**config.mk**
```make
export PLATFORM = sky130hd
export DESIGN_NAME = fpa_cvt
export DESIGN_NICKNAME = d
export VERILOG_FILES = /design/src/rtl/fpa_pkg.sv /design/src/rtl/fpa_cvt.sv
export SDC_FILE = /design/constraint.sdc
export NUM_CORES = 1
export LEC_CHECK = 0
export ABC_AREA = 1
export BUFFER_PORTS_ARGS = -buffer_cell sky130_fd_sc_hd__buf_4
export CAP_MARGIN = 15
export CORE_ASPECT_RATIO = 1.4
export CORE_MARGIN = 3
export CORE_UTILIZATION = 30
export CTS_CLUSTER_DIAMETER = 50
export DETAILED_ROUTE_END_ITERATION = 6
export GPL_TIMING_DRIVEN = 0
export PLACE_DENSITY = 0.54
export SLEW_MARGIN = 30
export SYNTH_ARGS = -nofsm -noshare
export SYNTH_HDL_FRONTEND = slang
export SYNTH_SLANG_ARGS = --single-unit
export TNS_END_PERCENT = 50
```
**constraint.sdc**
```tcl
create_clock -name clk -period 8.9 [get_ports clk]
set_clock_uncertainty 0.1 [all_clocks]
set_input_delay 1.78 -clock clk [delete_from_list [all_inputs] [get_ports clk]]
set_output_delay 1.78 -clock clk [all_outputs]
set_load 0.02 [all_outputs]
```
**src/rtl/fpa_pkg.sv**
```systemverilog
package fpa_pkg;

  localparam int FRAC_BITS_DEF = 8;
  localparam logic [31:0] STEP_ONE = 32'd1;

  typedef enum logic [4:0] {
    FN_ADD        = 5'd0,
    FN_SUB        = 5'd1,
    FN_MUL        = 5'd2,
    FN_DIV        = 5'd3,
    FN_GT         = 5'd4,
    FN_LT         = 5'd5,
    FN_GE         = 5'd6,
    FN_LE         = 5'd7,
    FN_EQ         = 5'd8,
    FN_NE         = 5'd9,
    FN_MIN        = 5'd10,
    FN_MAX        = 5'd11,
    FN_INC        = 5'd12,
    FN_DEC        = 5'd13,
    FN_TO_INT     = 5'd14,
    FN_FROM_INT   = 5'd15,
    FN_TO_FLOAT   = 5'd16,
    FN_FROM_FLOAT = 5'd17
  } func_t;

  typedef struct packed {
    logic [4:0]  func;
    logic [31:0] operand_a;
    logic [31:0] operand_b;
  } alu_in_t;

  typedef struct packed {
    logic [31:0] result_word;
    logic        compare_true;
    logic        error_flag;
  } alu_out_t;

endpackage

```
**src/rtl/fpa_cvt.sv**
```systemverilog
module fpa_cvt import fpa_pkg::*; #(
  parameter int FRACTION_BITS = FRAC_BITS_DEF
) (
  input  logic        clk,
  input  logic        en,
  input  logic [4:0]  func,
  input  logic [31:0] a,
  output alu_out_t    res
);

  logic [4:0]        f1;
  logic [4:0]        f2;
  logic              t_sgn1;
  logic [31:0]       t_mag1;
  logic              t_zero1;
  logic              f_sgn1;
  logic              f_nan1;
  logic              f_inf1;
  logic signed [9:0] f_k1;
  logic [23:0]       f_sig1;
  logic [7:0]        eeff;
  logic              t_sgn2;
  logic [31:0]       t_mag2;
  logic              t_zero2;
  logic [4:0]        t_lz2;
  logic [4:0]        lz;
  logic              f_sgn2;
  logic              f_nan2;
  logic              f_sat2;
  logic [31:0]       f_mag2;
  logic              sat;
  logic [31:0]       mag;
  logic [9:0]        shr;
  logic [24:0]       shv;
  logic [31:0]       n;
  logic [7:0]        e8;
  logic              rnd;
  logic [30:0]       body;
  logic [31:0]       tf_word;
  logic [31:0]       ff_word;

  assign eeff = (a[30:23] == 8'd0) ? 8'd1 : a[30:23];

  always_ff @(posedge clk) begin
    if (en) begin
      f1      <= func;
      t_sgn1  <= a[31];
      t_mag1  <= a[31] ? (32'd0 - a) : a;
      t_zero1 <= a == 32'd0;
      f_sgn1  <= a[31];
      f_nan1  <= (a[30:23] == 8'hFF) && (a[22:0] != 23'd0);
      f_inf1  <= (a[30:23] == 8'hFF) && (a[22:0] == 23'd0);
      f_k1    <= $signed({2'b00, eeff}) - 10'sd150 + $signed(10'(FRACTION_BITS));
      f_sig1  <= {a[30:23] != 8'd0, a[22:0]};
    end
  end

  always_comb begin
    lz = 5'd0;
    for (int i = 0; i < 32; i++) begin
      if (t_mag1[i]) lz = 5'(31 - i);
    end
  end

  always_comb begin
    sat = 1'b0;
    mag = '0;
    shr = '0;
    shv = '0;
    if (f_inf1 || f_k1 >= 10'sd8) begin
      sat = 1'b1;
    end else if (f_k1 >= 10'sd0) begin
      mag = {8'd0, f_sig1} << f_k1[2:0];
    end else begin
      shr = 10'd0 - $unsigned(f_k1);
      if (shr <= 10'd25) begin
        shv = {f_sig1, 1'b0} >> shr[4:0];
        mag = {8'd0, shv[24:1]} + {31'd0, shv[0]};
      end
    end
  end

  always_ff @(posedge clk) begin
    if (en) begin
      f2      <= f1;
      t_sgn2  <= t_sgn1;
      t_mag2  <= t_mag1;
      t_zero2 <= t_zero1;
      t_lz2   <= lz;
      f_sgn2  <= f_sgn1;
      f_nan2  <= f_nan1;
      f_sat2  <= sat;
      f_mag2  <= mag;
    end
  end

  assign n       = t_mag2 << t_lz2;
  assign e8      = 8'(9'd158 - {4'd0, t_lz2} - 9'(FRACTION_BITS));
  assign rnd     = n[7] && ((n[6:0] != 7'd0) || n[8]);
  assign body    = {e8, n[30:8]} + {30'd0, rnd};
  assign tf_word = t_zero2 ? 32'd0 : {t_sgn2, body};

  always_comb begin
    if (f_nan2) begin
      ff_word = 32'd0;
    end else if (!f_sgn2 && (f_sat2 || f_mag2 > 32'h7FFF_FFFF)) begin
      ff_word = 32'h7FFF_FFFF;
    end else if (f_sgn2 && (f_sat2 || f_mag2 > 32'h8000_0000)) begin
      ff_word = 32'h8000_0000;
    end else begin
      ff_word = f_sgn2 ? (32'd0 - f_mag2) : f_mag2;
    end
  end

  always_ff @(posedge clk) begin
    if (en) begin
      res.result_word  <= (f2 == FN_TO_FLOAT) ? tf_word : ff_word;
      res.compare_true <= 1'b0;
      res.error_flag   <= (f2 == FN_FROM_FLOAT) && f_nan2;
    end
  end

endmodule

```
### Word-level counts from Yosys, hierarchy flattened

Index checks and enable logic that the tools add are counted.

* reduce and logical (&&, ||, !) cells: 21
* mux-type cells: 42
* shift-type cells: 3
* equality and inequality tests: 3
* add/sub/neg operators: 9
* magnitude comparators: 5

Operator list (number)
* $mux W32: 7
* $mux W5: 16
* $sub A1 B32 Y32 const A: 2
* $gt A32 B31 Y1 const B: 1
* $gt A32 B32 Y1 const B: 1
* $logic_not A32 Y1: 1
* $mux W4: 8
* $shl A24 B3 Y32: 1
* $shl A32 B5 Y31: 1
* $add A31 B1 Y31: 1
* $mux W31: 1
* $add A24 B1 Y25: 1
* $mux W25: 1
* $shr A25 B5 Y25: 1
* $logic_not A23 Y1: 1
* $reduce_bool A23 Y1: 1
* $reduce_or A16 Y1: 1
* $mux W3: 4
* $add A9 B5 Y10 const B: 1
* $eq A5 B5 Y1 const B: 2
* $ge A10 B1 Y1 const B: 1
* $ge A10 B5 Y1 const B: 1
* $le A10 B5 Y1 const B: 1
* $sub A1 B10 Y10 const A: 1
* other kinds (16): 26

* register bits after elaboration: 186

### Longest topological paths before layout

Gate-level depths: netlist of the first run.

* word-level depth: 31
* gate-level depth with buffers: 31
* gate-level depth less buffers: 31

### Least setup slack after synthesis of the first run

OpenSTA, ideal clock, no wires.

* path type: register to register
* start: reg f_k1[0]
* end: reg f_mag2[18] (data pin)
* required time: 8.548 ns
* stages on the path, launching flop included: 30
* library setup time: 0.252 ns
* path buffers: 6
* clock period less this slack: 4.289 ns
* arrival time: 3.937 ns
* slack: 4.611 ns
* cells stage by stage: edfxtp_1 buf_6 inv_2 buf_4 buf_4 clkbuf_1 ha_1 inv_2 nor2_2 inv_2 nor2_4 xor2_2 inv_2 buf_6 buf_2 a31oi_1 o21ai_0 o21ai_0 ha_1 ha_1 nand3_2 inv_2 nand4_1 nor2_2 nand4_1 nor3_2 nand3b_1 nand2_1 nand2_1 nand2_1

* longest elaborated chain between the ends: 5
* elaborated cells between the ends (all ways): 10
* classes of those cells: 2 x add/sub; 3 x order compare; 2 x shift; 2 x mux; 1 x reduce/logical

Ends and longest elaborated chain
* from (decl): RTL line fpa_cvt.sv:19 `logic signed [9:0] f_k1;`
* from (signal assigned): RTL line fpa_cvt.sv:53 `f_k1 <= $signed({2'b00, eeff}) - 10'sd150 + $signed(10'(FRACTION_BITS));`
* $sub A1 B10 Y10: RTL line fpa_cvt.sv:75 `shr = 10'd0 - $unsigned(f_k1);`
* $shr A25 B5 Y25: RTL line fpa_cvt.sv:77 `shv = {f_sig1, 1'b0} >> shr[4:0];`
* $add A24 B1 Y25: RTL line fpa_cvt.sv:78 `mag = {8'd0, shv[24:1]} + {31'd0, shv[0]};`
* $mux W25: RTL line fpa_cvt.sv:76 `if (shr <= 10'd25) begin`
* $mux W32: RTL line fpa_cvt.sv:72 `end else if (f_k1 >= 10'sd0) begin`
* to (signal assigned): RTL line fpa_cvt.sv:93 `f_mag2 <= mag;`
* to (decl): RTL line fpa_cvt.sv:30 `logic [31:0] f_mag2;`

Parallel ways exist; a longest one is shown, timed or not.
A chain may end at the register's enable or synchronous reset.

### Worst setup path in the final report of the first run

* start: reg f_k1[0]
* end: reg f_mag2[22] (data pin)

Same word-level chain as after synthesis.

==> flow_summary.ini, run 1 <==
[place]
dpl.hpwl_um = 34200
dp_cells = 2372
gp_congestion = 0.946
port_buffers = 70
place_area_um2 = 14600
dp_slack_ps = 3560

[clock_network]
cts_tree = yes
clockRootBuffer = clkbuf_16
cts.sinks = 183
clock_latency_ps = 440
cts_resized = 0
cts_hold_buf = 0
post-cts-setup-buffers = 0
clk_pin_slew_ps = 80
htreeDepth = 4
cts_buffer_depth = 2
cts_made_buffers = 17

[grt]
grt-ovfl-total = 0
grt_pass1_vias = 11500
grt_busiest_layer = met2
antenna_found_initial = 0
met3_usage = 0.0206
gr-usage-all-layers = 0.177
use_met1 = 0.215
grt.met2_usage = 0.318
grt_max_degree = 88
grt_pass1_wl_um = 64200

[die]
dieArea_um2 = 46900
die_w_um = 184
die_h_um = 255
boundaryPins = 73
core_area_um2 = 43500
initial_core_util = 0.306
rows = 90

[yosys]
synth_flop_cell = edfxtp_1
async_flop_share = 0
yosys_warnings = 0
syn_inst = 1748
synth_nets = 1798
synthTopCellsByArea = edfxtp_1, nand2_1, o21ai_0, inv_1, nor2_1
yosys-top-cells-count = nand2_1, inv_1, edfxtp_1, o21ai_0, nor2_1
synth_edf_count = 183
synth_most_common_cell = nand2_1
postSynthAreaPerCell_um2 = 7.60
syn-cell-area_um2 = 13300
synth_top_area_share = 0.414
synth.distinct_cells = 70
synth_top_cell_by_area = edfxtp_1
ys_seq_elements = 183
yosysSeqAreaShare = 0.414

[setup_path]
cp_max_fo = 10
critical-path-slowest-cell = nor3_1
worst-setup-path-type = flip-flop to flip-flop
cp_data_required_time_ps = 9080
start_kind = flip-flop
path_buf_inv = 10
end_kind = flip-flop
arrival_ps = 5580
cpPeakStageDelay_ps = 440
crit_family = buffers and inverters
crit_top_cell = inv_2

[layout]
stdcell_area_um2 = 15200
fin_nets = 1889
syn_to_final_growth_pct = 14.2
fill_cells = 4626
diodes = 0
final_cells = 2404
drive_gt1_frac = 0.120

[detailed_routing]
drt_wl_total_um = 41400
drc = 0
drt_first_iter_violations = 753
num_vias = 12100
dr.pass1.iters = 7
vias_per_cell = 5.02
routedWlPerCell_um = 17.2
ant_nets = 0

[run]
drv_cap = 0

[sta]
post-route-period-util = 0.607
slew_violations = 0
slew-limit-headroom = 0.397
setup_violations = 0
rsz0062_at_grt = no
max_freq_ghz = 0.185
min_period_ps = 5400
tightestPinTransition_ps = 897
layout_setup_ws_ps = 3500
fin_tns_setup_ps = 0
hold_viol = 0

[pwr]
ir_drop_v = 0.000178
finalPower_mw = 2.55
power.density_nw_per_um2 = 168
p_leak_nw = 6.22

[hold_path]
hold_path_class = flip-flop to flip-flop

[outcome]
status = complete, no violations
report_power, final:
group          internal, mW  switching, mW  leakage [nW]
combinational         0.221          0.468          4.09
sequential             1.03         0.0504          1.83
clock                 0.405          0.377         0.298
total                  1.66          0.896          6.22
path summary, 6_finish.rpt:
kind / start / slack [ps] / endpoint / cells past startpoint
max: f_k1[0] / 3500 / f_mag2[22] / 26
min reg2reg: f_nan1 / 320 / f_nan2 / 0
min: f_nan1 / 320 / f_nan2 / 0
max reg2reg: f_k1[0] / 3500 / f_mag2[22] / 26
worst reg2reg max path, cell delays in order (launching register included):
cell and delay [ps]:
edfxtp_1 420, buf_6 160, inv_2 50, buf_4 150, buf_4 180, clkbuf_1 430
ha_1 300, inv_2 40, nor2_2 210, inv_2 80, nor2_4 120, xor2_2 340
inv_2 130, buf_6 170, buf_2 190, a31oi_1 140, o21ai_0 100, o21ai_0 90
ha_1 210, ha_1 210, nand3_2 160, nor2_1 160, nand2_1 130, nor3_1 440
or2_2 200, nand4_1 140, a31oi_1 200
state kept, by name, indices dropped and copies added, names as in the netlist:
register,flops
f1,5
f_sgn2,1
t_zero1,1
res,33
f_k1,10
f_sig1,23
f_nan1,1
f2,5
t_mag2,31
t_zero2,1
f_sgn1,1
t_lz2,5
f_inf1,1
f_nan2,1
f_sat2,1
f_mag2,31
t_mag1,32
final cells by class:
class                      count  area, um^2  area share
multi-input combinational   1278        6600       0.435
sequential                   183        5500       0.362
buffer                        75         383      0.0252
inverter                     212         801      0.0528
clock buffer                  17         425      0.0281
timing repair buffer          72         588      0.0388
clock inverter                15         179      0.0118
tap                          552         691      0.0455
layout by cell type (no fill, tap or decap), types with 33 or more instances in the layout:
cell type,count
o21ai_0,154
o21ai_1,33
inv_1,193
nand2_1,453
buf_4,78
clkbuf_1,41
a21oi_1,71
nor3_1,39
nor2_1,147
nand3_1,73
edfxtp_1,183
routing by layer:
layer,wire length [um],share of wire,vias to the layer above
met5,0,0,-
met4,1640,0.040,0
met3,1290,0.031,60
met2,20600,0.50,325
met1,17900,0.43,5572
li1,-,-,6106
stage by stage:
step	utilization	hold WS (ps)
floorplan	-	300
global placement	0.334	302
detailed placement	0.335	305
CTS	0.349	323
global route	0.349	340
finish	0.349	323
logic make-up after synthesis:
logic type / share of synthesized area
AND/OR/NAND/NOR: 0.275
adder cells (fa/ha/maj): 0.0104
multiplexers: 0.0196
AO/OA/AOI/OAI: 0.161
XOR/XNOR: 0.0309
flip-flops: 0.414
other: 0.000282
buffers and inverters: 0.0891
(Power assumes the default switching activity.)
==> run 2: changes to the inputs <==
--- a/config.mk
+++ b/config.mk
@@ -5,7 +5,7 @@
 export SDC_FILE = /design/constraint.sdc
 export NUM_CORES = 1
 export LEC_CHECK = 0
-export ABC_AREA = 1
+export ABC_AREA = 0
 export BUFFER_PORTS_ARGS = -buffer_cell sky130_fd_sc_hd__buf_4
 export CAP_MARGIN = 15
 export CORE_ASPECT_RATIO = 1.4
@@ -14,7 +14,7 @@
 export CTS_CLUSTER_DIAMETER = 50
 export DETAILED_ROUTE_END_ITERATION = 6
 export GPL_TIMING_DRIVEN = 0
-export PLACE_DENSITY = 0.54
+export PLACE_DENSITY = 0.56
 export SLEW_MARGIN = 30
 export SYNTH_ARGS = -nofsm -noshare
 export SYNTH_HDL_FRONTEND = slang
==> constraint.sdc (replaced) <==
create_clock -name clk -period 4.4 [get_ports clk]
set_clock_uncertainty 0.1 [all_clocks]
set_input_delay 0.88 -clock clk [delete_from_list [all_inputs] [get_ports clk]]
set_output_delay 0.88 -clock clk [all_outputs]
set_load 0.02 [all_outputs]
==> flow_summary.ini, run 2 <==
[outcome]
status = complete, no violations

[yosys]
synth_compound_gate_area_share = 0.140
syn-cell-area_um2 = 13600
synth.distinct_cells = 72
syn_inst = 1340
synth_flop_cell = edfxtp_1
yosys-top-cells-count = edfxtp_1, nor2_1, nand2_1, mux2i_1, o21ai_0
synth_edf_count = 183
synth_nets = 1390
yosys.area_share.simple = 0.173
synth_top_family_by_area = multiplexers
synth_most_common_cell = edfxtp_1
yosys_warnings = 0
yosys-mux-area-fraction = 0.181
synth_top_area_share = 0.405
async_flop_share = 0
yosysSeqAreaShare = 0.405
postSynthAreaPerCell_um2 = 10.1
ys_seq_elements = 183
synthTopCellsByArea = edfxtp_1, mux4_2, mux2i_1, nor2_1, xnor2_1
synthXorXnorAreaFrac = 0.0542
synth-adder-area-share = 0.0101
synth_top_cell_by_area = edfxtp_1

[hold_path]
whs_path_depth = 0
hold_path_class = flip-flop to flip-flop

[pwr]
power.density_nw_per_um2 = 350
power_frac_seq = 0.402
swShare = 0.333
clkPwrFrac = 0.295
ir_drop_v = 0.000290
p_leak_nw = 5.50
p_switching_mw = 1.85
power_frac_comb = 0.303
p_int_mw = 3.71

[sta]
rsz0062_at_grt = no
layout_setup_ws_ps = 129
hold_viol = 0
max_freq_ghz = 0.234
fin_tns_setup_ps = 0
tightestPinTransition_ps = 932
setup_violations = 0
slew-limit-headroom = 0.378
post-route-period-util = 0.971
min_period_ps = 4270
slew_violations = 0

[grt]
grt-ovfl-total = 0
use_met1 = 0.219
met3_usage = 0.0214
gr-usage-all-layers = 0.172
grt_pass1_vias = 11000
grt.met2_usage = 0.292
grt_busiest_layer = met2
grt_pass1_wl_um = 64100
antenna_found_initial = 0
grt_max_degree = 68

[run]
drv_cap = 0

[place]
gp_congestion = 0.952
port_buffers = 68
dp_cells = 1968
dpl.hpwl_um = 33000
dp_slack_ps = -1360
place_area_um2 = 14900

[clock_network]
cts_buffer_depth = 2
clock_latency_ps = 450
cts_made_buffers = 17
clockRootBuffer = clkbuf_16
cts_tree = yes
clk_pin_slew_ps = 80
cts.sinks = 183
cts_hold_buf = 0
htreeDepth = 4

[die]
dieArea_um2 = 47900
boundaryPins = 73
rows = 91
die_w_um = 186
initial_core_util = 0.306
die_h_um = 258
core_area_um2 = 44400

[layout]
fill_cells = 4449
layout_commonest_cell = edfxtp_1
final_cells = 2012
diodes = 0
fin_nets = 1491
drive_gt1_frac = 0.192
stdcell_area_um2 = 15900
largest_reg_flops = 33
final_cell_mix = edfxtp_1, nor2_1, nand2_1
top_regs = res: 33 flops, t_mag1: 32 flops
final_util = 0.358
top_register = res
syn_to_final_growth_pct = 17.1

[detailed_routing]
routedWlPerCell_um = 20.9
drt_first_iter_violations = 946
drc = 0
ant_nets = 0
dr.pass1.iters = 5
drt_wl_total_um = 42000
num_vias = 11400
vias_per_cell = 5.68

[setup_path]
worst-setup-path-type = flip-flop to flip-flop
start_kind = flip-flop
r2r_cells = 17
cp_data_required_time_ps = 4470
arrival_ps = 4340
end_kind = flip-flop
cp_max_fo = 11
## run 2: cell count changes in the layout (fill, tap and decap cells not counted), sizes merged, moves of 38 or more
cell | previous run | this run
o22ai | 4 | 47
o21ai | 190 | 69
mux2i | 26 | 82
nand2 | 456 | 110
nand3 | 75 | 23
inv | 217 | 35
xnor2 | 21 | 59
mux4 | 0 | 58
## run 2: cells by family after synthesis
kind of cell,Yosys count
other,1
XOR/XNOR,84
AND/OR/NAND/NOR,481
multiplexers,169
flip-flops,183
buffers and inverters,120
adder cells (fa/ha/maj),11
AO/OA/AOI/OAI,291
## run 2: worst max-delay path, cell delays in order (launching register included)
cell and delay (ps):
edfxtp_1 440, buf_6 150, inv_2 70, clkbuf_8 190
ha_4 230, buf_6 160, mux2i_1 180, mux4_2 560
or2_2 330, o21ai_1 140, ha_2 190, ha_1 150
and2_4 160, nand4_1 120, buf_6 190, nor4_4 260
xor2_1 230, o22ai_1 110
## run 2: worst paths after layout
kind,start,to,slack [ps]
max,f_k1[0],f_mag2[22],130
min,f1[2],f2[2],320
max reg2reg,f_k1[0],f_mag2[22],130
min reg2reg,f1[2],f2[2],320
## run 2: final cells by class
type	instances	area, um^2	area share
plain buffers	86	450	0.0283
clock buffers	18	429	0.0270
clock inverters	14	204	0.0128
inverters	29	109	0.00684
multi-input cells	1037	7810	0.491
flip-flops and latches	183	5500	0.346
well taps	558	698	0.0439
repair buffers	87	708	0.0445
## run 2: metal layers
metal,vias up,share of wire
li1,5348,-
met1,5535,0.41
met2,457,0.49
met3,98,0.052
met4,0,0.045
met5,-,0
## run 2: power groups by stage
stage / clock network (mW) / registers, mW / logic (mW)
floorplan: 0 / 2.24 / 1.06
global placement: 0 / 2.27 / 1.55
detailed placement: 0 / 2.27 / 1.57
CTS: 1.67 / 2.24 / 1.62
global route: 1.75 / 2.26 / 1.80
finish: 1.64 / 2.24 / 1.68
## run 2: metrics by stage
| stage | power, mW | hold WS (ps) |
|---|---|---|
| floorplan | 3.30 | 300 |
| global placement | 3.83 | 305 |
| finish | 5.57 | 324 |
| global route | 5.81 | 334 |
| detailed placement | 3.84 | 307 |
| CTS | 5.53 | 326 |
## run 2: repair_timing
item,CTS,global route
resized for setup,34,34
setup endpoints to repair,30,26
buffers inserted,11,6
pin swaps,4,7
==> run 3: changes to the inputs <==
--- a/config.mk
+++ b/config.mk
@@ -14,7 +14,7 @@
 export CTS_CLUSTER_DIAMETER = 50
 export DETAILED_ROUTE_END_ITERATION = 6
 export GPL_TIMING_DRIVEN = 0
-export PLACE_DENSITY = 0.56
+export PLACE_DENSITY = 0.46
 export SLEW_MARGIN = 30
 export SYNTH_ARGS = -nofsm -noshare
 export SYNTH_HDL_FRONTEND = slang
==> flow_summary.ini, run 3 (same netlist as run 2, synthesis figures left out) <==
[clock_network]
clock_latency_ps = 440
cts_tree = yes
clk_pin_slew_ps = 80
cts_made_buffers = 17
clockRootBuffer = clkbuf_16
cts.sinks = 183
htreeDepth = 4
cts_hold_buf = 0
cts_buffer_depth = 2

[layout]
diodes = 0
largest_reg_flops = 33
fill_cells = 4497
multiInputGateArea_um2 = 7830
final_cell_mix = edfxtp_1, nor2_1, nand2_1
top_regs = res: 33 flops, t_mag1: 32 flops
final_util = 0.358
drive_gt1_frac = 0.198
syn_to_final_growth_pct = 17.2
top_register = res
fin_nets = 1492
layout_commonest_cell = edfxtp_1
seqCellArea_um2 = 5500

[setup_path]
startpoint = f_k1[0]
reg2reg_from = f_k1[0]
end_kind = flip-flop
worst-setup-path-type = flip-flop to flip-flop
path_cells = buf_6, inv_4, buf_8, clkbuf_16, ha_4, buf_12, buf_12, mux2i_4, mux2i_2, mux2_4, nor2_1, a311o_1, o21ai_2, ha_2, ha_2, and2_4, nand4_1, buf_6, nor4_4, xor2_1, o22ai_1
arrival_ps = 4340
cp_data_required_time_ps = 4460
cpPeakStageDelay_ps = 440
critical-path-slowest-cell = edfxtp_1
cp_max_fo = 10
start_kind = flip-flop

[sta]
slew-limit-headroom = 0.463
hold_viol = 0
slew_violations = 0
fin_tns_setup_ps = 0
post-route-period-util = 0.974
setup_violations = 0
tightestPinTransition_ps = 802
hold_ws_ps = 317
min_period_ps = 4280
max_freq_ghz = 0.233
rsz0062_at_grt = yes

[grt]
antenna_found_initial = 0
grt_max_degree = 65
grt_pass1_wl_um = 68300
grt-ovfl-total = 0
gr-usage-all-layers = 0.185
grt_pass1_vias = 11200

[hold_path]
hold_start = t_zero1
hold_path_class = flip-flop to flip-flop

[pwr]
p_leak_nw = 5.50
p_int_mw = 3.65
power_frac_comb = 0.314
power_frac_seq = 0.407
swShare = 0.337
clkPwrFrac = 0.280
ir_drop_v = 0.000282
power.density_nw_per_um2 = 346
p_switching_mw = 1.85

[die]
boundaryPins = 73
die_w_um = 186
die_h_um = 258
rows = 91
dieArea_um2 = 47900
core_area_um2 = 44400
initial_core_util = 0.306

[detailed_routing]
vias_per_cell = 5.64
dr.pass1.iters = 5
num_vias = 11400
drt_wl_total_um = 44700
routedWlPerCell_um = 22.2
drc = 0
drt_first_iter_violations = 851
ant_nets = 0

[place]
dpl.hpwl_um = 35300
gp_congestion = 0.928
port_buffers = 68

[outcome]
status = complete, no violations

[run]
drv_cap = 0
[run 3: cell count changes in the layout (fill, tap and decap cells not counted), moves of 3 or more]
cell / before / now
o21ai_2: 0 / 3
clkinv_2: 0 / 3
inv_8: 4 / 1
buf_12: 0 / 3
buf_6: 9 / 5
[run 3: power by group through the flow]
stage | Clock (mW) | Sequential, mW | Combinational [mW]
floorplan | 0 | 2.24 | 1.06
global placement | 0 | 2.28 | 1.59
detailed placement | 0 | 2.28 | 1.60
global route | 1.65 | 2.26 | 1.85
finish | 1.54 | 2.24 | 1.73
CTS | 1.58 | 2.24 | 1.66
[run 3: cell type report]
type / count / share of cell area
tap: 558 / 0.0439
clock buffer: 18 / 0.0270
timing repair buffer: 88 / 0.0450
clock inverter: 14 / 0.00920
multi-input combinational: 1037 / 0.492
sequential: 183 / 0.345
buffer: 86 / 0.0311
inverter: 29 / 0.00700
[run 3: layer usage]
layer  vias to the layer above  part of all wire  track usage
li1                       5366                 -            -
met1                      5553              0.41        0.231
met2                       354              0.50        0.318
met3                        87             0.040       0.0213
met4                         0             0.048       0.0863
met5                         -                 0            0
[run 3: per-stage QoR]
step	total power, mW	cell area (um^2)	setup slack, ps	cells
floorplan	3.30	13600	12.2	1340
global placement	3.87	14800	-1340	1966
detailed placement	3.88	14900	-1280	1968
CTS	5.48	15700	-8.29	2006
global route	5.76	15900	-35.3	2013
finish	5.51	15900	116	2013
[run 3: worst max-delay path, delay by kind of cell, from the launching register on]
kind                     cells  cell delay, ps
multiplexers                 3             570
buffers and inverters        7             970
AO/OA/AOI/OAI                3             500
AND/OR/NAND/NOR              4             570
flip-flops                   1             440
adder cells (fa/ha/maj)      3             580
XOR/XNOR                     1             250
[run 3: final timing paths]
path	to	slack [ps]	cells after the start
setup / recovery	f_mag2[22]	120	21
hold / removal	t_zero2	320	0
setup reg to reg	f_mag2[22]	120	21
hold reg to reg	t_zero2	320	0
[run 3: repair_timing]
action,4_1_cts,5_1_grt
setup endpoints to repair,31,29
resized for setup,49,36
endpoints found under the hold margin,0,0
buffers inserted,10,8
pin swaps,3,14
